===== src/rtl/tcs_pkg.sv =====
`default_nettype none

package tcs_pkg;

  // Storage default and fixed field widths.
  localparam int MAX_GRID_DIM_DEF = 32;
  localparam int POS_W      = 32;
  localparam int INV_W      = 24;
  localparam int SIZE_W     = 6;
  localparam int CHARGE_W   = 16;
  localparam int CELL_W     = 5;
  localparam int VALUE_W    = 32;
  localparam int CFG_IDX_W  = 3;
  localparam int CFG_DATA_W = 24;

  // Magnitude bits of a scaled grid point, one remainder step per bit.
  localparam int PT_MAG_W = 24;

  // Pipeline depth from issue to write-back of one cell update.
  localparam int SPREAD_LAT = 3;

  // Register indexes of the configuration port.
  localparam logic [CFG_IDX_W-1:0] REG_GRID_SIZE_X   = 3'd0;
  localparam logic [CFG_IDX_W-1:0] REG_GRID_SIZE_Y   = 3'd1;
  localparam logic [CFG_IDX_W-1:0] REG_GRID_SIZE_Z   = 3'd2;
  localparam logic [CFG_IDX_W-1:0] REG_INV_SPACING_X = 3'd3;
  localparam logic [CFG_IDX_W-1:0] REG_INV_SPACING_Y = 3'd4;
  localparam logic [CFG_IDX_W-1:0] REG_INV_SPACING_Z = 3'd5;

  // Axis codes.
  localparam logic [1:0] AXIS_X = 2'd0;
  localparam logic [1:0] AXIS_Y = 2'd1;
  localparam logic [1:0] AXIS_Z = 2'd2;

  // Weight codes: low side, middle and high side of the cloud.
  localparam logic [1:0] WGT_LO  = 2'd0;
  localparam logic [1:0] WGT_MID = 2'd1;
  localparam logic [1:0] WGT_HI  = 2'd2;

  // Commands from the controller to the datapath.
  typedef struct packed {
    logic       load;
    logic       clr;
    logic       rd_issue;
    logic       rd_finish;
    logic       mul;
    logic       wgt;
    logic       mod_init;
    logic       mod_step;
    logic       mod_fix;
    logic       issue;
    logic [1:0] axis;
    logic [1:0] wstep;
    logic [1:0] ci;
    logic [1:0] cj;
    logic [1:0] ck;
  } cmd_t;

  // Status from the datapath to the controller.
  typedef struct packed {
    logic act_read;
    logic q_zero;
    logic clr_last;
  } status_t;

endpackage

`default_nettype wire


===== src/rtl/tcs_ctrl.sv =====
`default_nettype none

module tcs_ctrl (
  input  wire logic            clk,
  input  wire logic            rst,
  input  wire logic            start,
  output      logic            busy,
  input  wire tcs_pkg::status_t status,
  output      tcs_pkg::cmd_t   cmd
);

  typedef enum logic [8:0] {
    S_IDLE    = 9'b000000001,
    S_CLEAR   = 9'b000000010,
    S_RD_ADDR = 9'b000000100,
    S_RD_DATA = 9'b000001000,
    S_MUL     = 9'b000010000,
    S_WGT     = 9'b000100000,
    S_MOD     = 9'b001000000,
    S_FIX     = 9'b010000000,
    S_SPREAD  = 9'b100000000
  } state_t;

  state_t     state, state_next;
  logic [4:0] cnt, cnt_next;
  logic [1:0] axis, axis_next;
  logic [1:0] ci, cj, ck, ci_next, cj_next, ck_next;
  logic       drain, drain_next;

  always_ff @(posedge clk) begin
    if (rst) begin
      state <= S_CLEAR;
      cnt   <= '0;
      axis  <= tcs_pkg::AXIS_X;
      ci    <= '0;
      cj    <= '0;
      ck    <= '0;
      drain <= 1'b0;
    end else begin
      state <= state_next;
      cnt   <= cnt_next;
      axis  <= axis_next;
      ci    <= ci_next;
      cj    <= cj_next;
      ck    <= ck_next;
      drain <= drain_next;
    end
  end

  // Sequencing: clear sweep, read and clear, or three axes then 27 cell updates.
  always_comb begin
    state_next = state;
    cnt_next   = cnt;
    axis_next  = axis;
    ci_next    = ci;
    cj_next    = cj;
    ck_next    = ck;
    drain_next = drain;
    cmd        = '0;
    cmd.axis   = axis;
    cmd.wstep  = cnt[1:0];
    cmd.ci     = ci;
    cmd.cj     = cj;
    cmd.ck     = ck;
    busy       = 1'b1;
    case (state)
      S_IDLE: begin
        busy = 1'b0;
        if (start) begin
          cmd.load = 1'b1;
          if (status.act_read) begin
            state_next = S_RD_ADDR;
          end else if (!status.q_zero) begin
            state_next = S_MUL;
            axis_next  = tcs_pkg::AXIS_X;
          end
        end
      end
      S_CLEAR: begin
        cmd.clr = 1'b1;
        if (status.clr_last) begin
          state_next = S_IDLE;
        end
      end
      S_RD_ADDR: begin
        cmd.rd_issue = 1'b1;
        state_next   = S_RD_DATA;
      end
      S_RD_DATA: begin
        cmd.rd_finish = 1'b1;
        state_next    = S_IDLE;
      end
      S_MUL: begin
        cmd.mul    = 1'b1;
        cnt_next   = '0;
        state_next = S_WGT;
      end
      S_WGT: begin
        cmd.wgt = 1'b1;
        if (cnt[1:0] == tcs_pkg::WGT_HI) begin
          cmd.mod_init = 1'b1;
          cnt_next     = '0;
          state_next   = S_MOD;
        end else begin
          cnt_next = cnt + 5'd1;
        end
      end
      S_MOD: begin
        cmd.mod_step = 1'b1;
        if (cnt == 5'(tcs_pkg::PT_MAG_W - 1)) begin
          state_next = S_FIX;
        end
        cnt_next = cnt + 5'd1;
      end
      S_FIX: begin
        cmd.mod_fix = 1'b1;
        if (axis == tcs_pkg::AXIS_Z) begin
          state_next = S_SPREAD;
          ci_next    = '0;
          cj_next    = '0;
          ck_next    = '0;
          drain_next = 1'b0;
        end else begin
          axis_next  = axis + 2'd1;
          state_next = S_MUL;
        end
      end
      S_SPREAD: begin
        // Issue one cell a cycle, then let the pipeline drain.
        if (!drain) begin
          cmd.issue = 1'b1;
          if (ck != 2'd2) begin
            ck_next = ck + 2'd1;
          end else begin
            ck_next = '0;
            if (cj != 2'd2) begin
              cj_next = cj + 2'd1;
            end else begin
              cj_next = '0;
              if (ci != 2'd2) begin
                ci_next = ci + 2'd1;
              end else begin
                drain_next = 1'b1;
                cnt_next   = '0;
              end
            end
          end
        end else begin
          cnt_next = cnt + 5'd1;
          if (cnt == 5'(tcs_pkg::SPREAD_LAT - 1)) begin
            state_next = S_IDLE;
          end
        end
      end
      default: begin
        state_next = S_IDLE;
      end
    endcase
  end

endmodule

`default_nettype wire


===== config.mk =====
export PLATFORM = sky130hd
export DESIGN_NAME = tcs_ctrl
export DESIGN_NICKNAME = d
export VERILOG_FILES = /design/src/rtl/tcs_pkg.sv /design/src/rtl/tcs_ctrl.sv
export SDC_FILE = /design/constraint.sdc
export NUM_CORES = 1
export LEC_CHECK = 0
export BUFFER_PORTS_ARGS = -buffer_cell sky130_fd_sc_hd__buf_2
export CORE_MARGIN = 8
export CORE_UTILIZATION = 48
export CTS_CLUSTER_DIAMETER = 40
export DETAILED_ROUTE_END_ITERATION = 7
export HOLD_SLACK_MARGIN = 0.12
export PLACE_DENSITY_LB_ADDON = 0.25
export SYNTH_ARGS = -nofsm -noshare
export SYNTH_HDL_FRONTEND = slang
export SYNTH_SLANG_ARGS = --single-unit

===== constraint.sdc =====
create_clock -name clk -period 2.65 [get_ports clk]
set_input_delay 0.795 -clock clk [delete_from_list [all_inputs] [get_ports clk]]
set_output_delay 0.795 -clock clk [all_outputs]
set_load 0.02 [all_outputs]

; Word level (Yosys, flattened, before mapping)
; Cells that the tools add are included.
[classes]
n_addsub = 5
n_eq_ne = 34
n_mux = 53
reduce_logical = 10
[op_table]
columns = operator, n
row1 = 9-bit two-way mux, 9
row2 = 9-bit case mux with 8 select lines, 1
row3 = 2-bit != test (second input constant), 17
row4 = 2-bit two-way mux, 15
row5 = 5-bit two-way mux, 5
row6 = 5-bit case mux with 4 select lines, 1
row7 = 1-bit two-way mux, 17
row8 = 2-bit case mux with 2 select lines, 4
row9 = 3-bit != test (second input constant), 4
row10 = 9-bit by 1-bit equality test with 1-bit output (second input constant), 1
row11 = 9-bit by 2-bit equality test with 1-bit output (second input constant), 1
row12 = 9-bit by 3-bit equality test with 1-bit output (second input constant), 1
row13 = 9-bit by 4-bit equality test with 1-bit output (second input constant), 1
row14 = 9-bit by 5-bit equality test with 1-bit output (second input constant), 1
row15 = 9-bit by 6-bit equality test with 1-bit output (second input constant), 1
row16 = 9-bit by 7-bit equality test with 1-bit output (second input constant), 1
row17 = 9-bit by 8-bit equality test with 1-bit output (second input constant), 1
row18 = 9-bit equality test (second input constant), 1
row19 = 2-bit by 1-bit adder with 2-bit output (second input constant), 4
row20 = 4-bit AND reduction, 2
row21 = 7-bit AND reduction, 1
row22 = 6-bit AND reduction, 1
row23 = 5-bit by 1-bit adder with 5-bit output (second input constant), 1
row24 = 5-bit by 2-bit equality test with 1-bit output (second input constant), 1
row25 = 8 further kinds, 10
[totals]
ff_bits = 23
inputBits = 6
output_inout_bits = 21
elab_cells = 109

; Logic depth before layout (Yosys ltp)
[depth]
depth_word = 6
ltp_mapped = 7
ltp_nobuf = 7

; Least setup slack after synthesis
; Ideal clock, no wire load.
[synth_timing]
path_kind = flip-flop to output port
start = register state[1]
end = output cmd[13] (netlist name)
arrival_time_ps = 1912
t_required_ps = 1855
setup_slack_ps = -57
stages_incl_launch_ff = 5
cell_sequence = dfxtp_1 > or3_1 > clkbuf_1 > or3_1 > nor3_1
[synth_lines]
columns = item, line
row1 = start: declaration, tcs_ctrl.sv:24  ; state_t state, state_next;
row2 = start signal: assignment, tcs_ctrl.sv:40  ; state <= state_next;
row3 = end: declaration, tcs_ctrl.sv:9  ; output tcs_pkg::cmd_t cmd

==> results by group <==
Run status
  • Status: finished, final reports clean

Setup path
  • Worst path most repeated cell: or4_4
  • Crit-path cells: or4_4 > or4_4 > inv_2 > buf_6
  • Max incr delay on CP: roughly 0.53 ns
  • Worst r2r dst: ci[1]
  • Worst setup SP type: flop
  • CP delay by family, top: simple AND/OR/NAND/NOR gates
  • CP startpoint: state[4]
  • Crit path kind: flop to primary output
  • CP Capture Point: cmd[17]
  • CP Data Arrival Time: 1.85 ns
  • Worst EP required: 1.86 ns
  • R2R depth: 6
  • CP endpoint kind: primary output
  • Worst reg-to-reg setup slack: 0.41 ns
  • Slowest CP cell: or4_4
  • CP Depth: 4
  • Critical Path Fanout Max: 7
  • Critical R2R Launch: state[4]
  • Worst path bufs/invs: 2

Synth
  • Register area share after synthesis: 32.7%
  • Synth warn: 0
  • Post-synth EDFFs: 0
  • Synth async-reset ratio: 0%
  • Synth Register Bits: 23
  • Post-synthesis cell count: approximately 170
  • Primary FF master, synth: dfxtp_1
  • Syn nets: around 190
  • Synth Area per Inst: 8.14 sq um
  • Post-Syn Area: 1410 sq um
  • Synth unique cells: 50

GRT
  • Vias in the first global route: 1358
  • Grt total ovfl: 0
  • First-pass GRT wire length: approximately 5700 um
  • Initial antenna violation count: 0
  • Total GRT Usage: 13.7%
  • Largest net degree at the start of global routing: 16

STA
  • Clock Skews: 0.00324 ns
  • Final min period: 2.65 ns
  • Slew @ Worst Pin: 0.445 ns
  • Final period util: 100%
  • Setup TNS: 0 ns
  • Setup ws final: 0.0000365 ns
  • Relative slew slack: 69.9%
  • Setup-failing EPs final: 0
  • Slew Limit Fails: 0
  • Number of failing hold endpoints at the final stage: 0
  • Unrepaired setup endpoints after global routing: true
  • F_max: 0.377 GHz

Finish
  • Area grow syn2layout: 21.4%
  • Antenna cells: 0
  • Most common cell after layout, fill and taps aside: buf_2
  • Share of layout cells above drive strength 1: 31.7%
  • Number of nets in the layout: 215
  • Finished Cell Area: around 1700 sq um
  • Commonest cells after routing, fill and taps aside: 22 x buf_2, 16 x dfxtp_1, 15 x nor2_1, 13 x inv_1
  • Fin util: 61.4%

Routing
  • DRC: 0
  • Drt first pass iters: 4
  • Initial DRC count: 66
  • Routed Antenna Nets: 0
  • Total Routed Length: 3500 um
  • Via count: 1390
  • Mean routed wirelength per cell: 15.0 um
  • DR vias/cell: around 6.0

Clock tree
  • Clock sink total: 23
  • Root buffer cell: clkbuf_4
  • Clk_lat worst skew: 0.31 ns
  • Clk slew on worst S/H paths: 0.13 ns
  • # hold bufs at CTS: 0
  • CTS tree: done
  • Clock Path Buffers: 2
  • Depth of the CTS H-tree: 1
  • Number of CTS-inserted buffers: 3

Power and ir drop
  • Max VDD drop: 0.000270 V
  • Pwr per Cell Area: 385 nW/um^2
  • Static Leak: 0.732 nW

Floorplan
  • Floorplan row count: 19
  • Core area: between 2000 and 3000 sq um
  • Initial Util: 50.6%
  • Width of the die: 70.2 um
  • Die Y: around 70 um
  • Die Area: approximately 4900 sq um
  • Ports: 27

Hold path
  • Worst Hold Class: flop to flop

Place
  • Post-Place Cell Area: approximately 1600 sq um
  • GP Congestion: 0.894
  • IO Port Bufs: 26
  • Dpl hpwl: between 2000 and 3000 um
  • Place WS: 0.194 ns

Flow run
  • Total of max-cap violations: 0
## worst min-delay path by stage
stage | endpoint | from | cells after the start
2_1_floorplan | cnt[4] | cnt[4] | 2
3_3_place_gp | ck[1] | ck[1] | 2
3_5_place_dp | ck[1] | ck[1] | 2
4_1_cts | ck[1] | ck[1] | 2
5_1_grt | ck[1] | ck[1] | 2
6_report | ck[0] | ck[0] | 2
## tightest hold or removal path, delay by kind of cell, from the launching register on
| family | cells | cell delay [ns] |
|---|---|---|
| flops | 1 | 0.36 |
| simple gates | 1 | 0.07 |
| compound gates | 1 | 0.05 |
## cells by family after synthesis
group / Yosys count / synth area share (%)
AO/OA/AOI/OAI: 37 / 18.2
XOR/XNOR: 1 / 0.622
buffers and inverters: 22 / 7.02
adder cells (fa/ha/maj): 6 / 5.33
AND/OR/NAND/NOR: 81 / 34.0
flip-flops: 23 / 32.7
multiplexers: 3 / 2.13
## report_power, final
| part | switching (mW) | leakage [nW] | total [mW] | internal [mW] |
|---|---|---|---|---|
| logic | 0.0780 | 0.525 | 0.130 | 0.0523 |
| clock network | 0.112 | 0.0177 | 0.168 | 0.0565 |
| registers | 0.00863 | 0.189 | 0.360 | 0.352 |
## area by class of cell
cell class                      instances  area [sq um]
Sequential cell                        23           472
Tap cell                               31          38.8
Fill cell                             240          1070
Timing Repair Buffer                   33           204
Multi-Input combinational cell        128           915
Inverter                               14          52.6
Clock inverter                          1          5.00
Clock buffer                            3          22.5
## layer usage
metal	vias to the layer above	wire [um]	GRT usage (%)
met4	0	52	5.36
met2	38	1770	24.3
met1	661	1530	15.6
li1	685	-	-
met5	-	0	0
met3	6	146	2.82
## cells in the mapped netlist, types with 2 or more instances
cell	number	area, sq um
o21ai_0	6	30.0
inv_1	14	52.6
mux2i_1	3	30.0
or4b_2	2	20.0
a21oi_1	11	55.1
nor3_1	8	40.0
nor4b_1	2	17.5
nand3b_1	2	15.0
dfxtp_1	23	460
nand2_1	11	41.3
and4_1	2	17.5
or3_1	6	37.5
nor2b_1	2	12.5
ha_1	6	75.1
or4_1	2	15.0
or2_2	3	18.8
buf_4	2	15.0
nand2b_1	7	43.8
nor4_1	5	31.3
nor2_1	16	60.1
clkbuf_1	4	15.0
o21a_1	4	30.0
nand3_1	5	25.0
## registers in the layout, indices dropped and copies added (netlist names)
signal  cells
ci          2
drain       1
state       9
cnt         5
cj          2
axis        2
ck          2
## timing repair
item | 4_1_cts | 5_1_grt
resized for setup | 22 | 7
buffers inserted | 3 | 1
endpoints found under the setup margin | 7 | 5
pin swaps | 2 | 2
cloned | 0 | 0
## stage by stage
step	cells	power, mW	hold WS (ns)
finish	233	0.659	0.509
global route	233	0.686	0.543
CTS	232	0.651	0.509
detailed placement	225	0.469	0.494
global placement	225	0.466	0.468
floorplan	173	0.439	0.467
No activity file was read; power rests on OpenSTA's default activity.
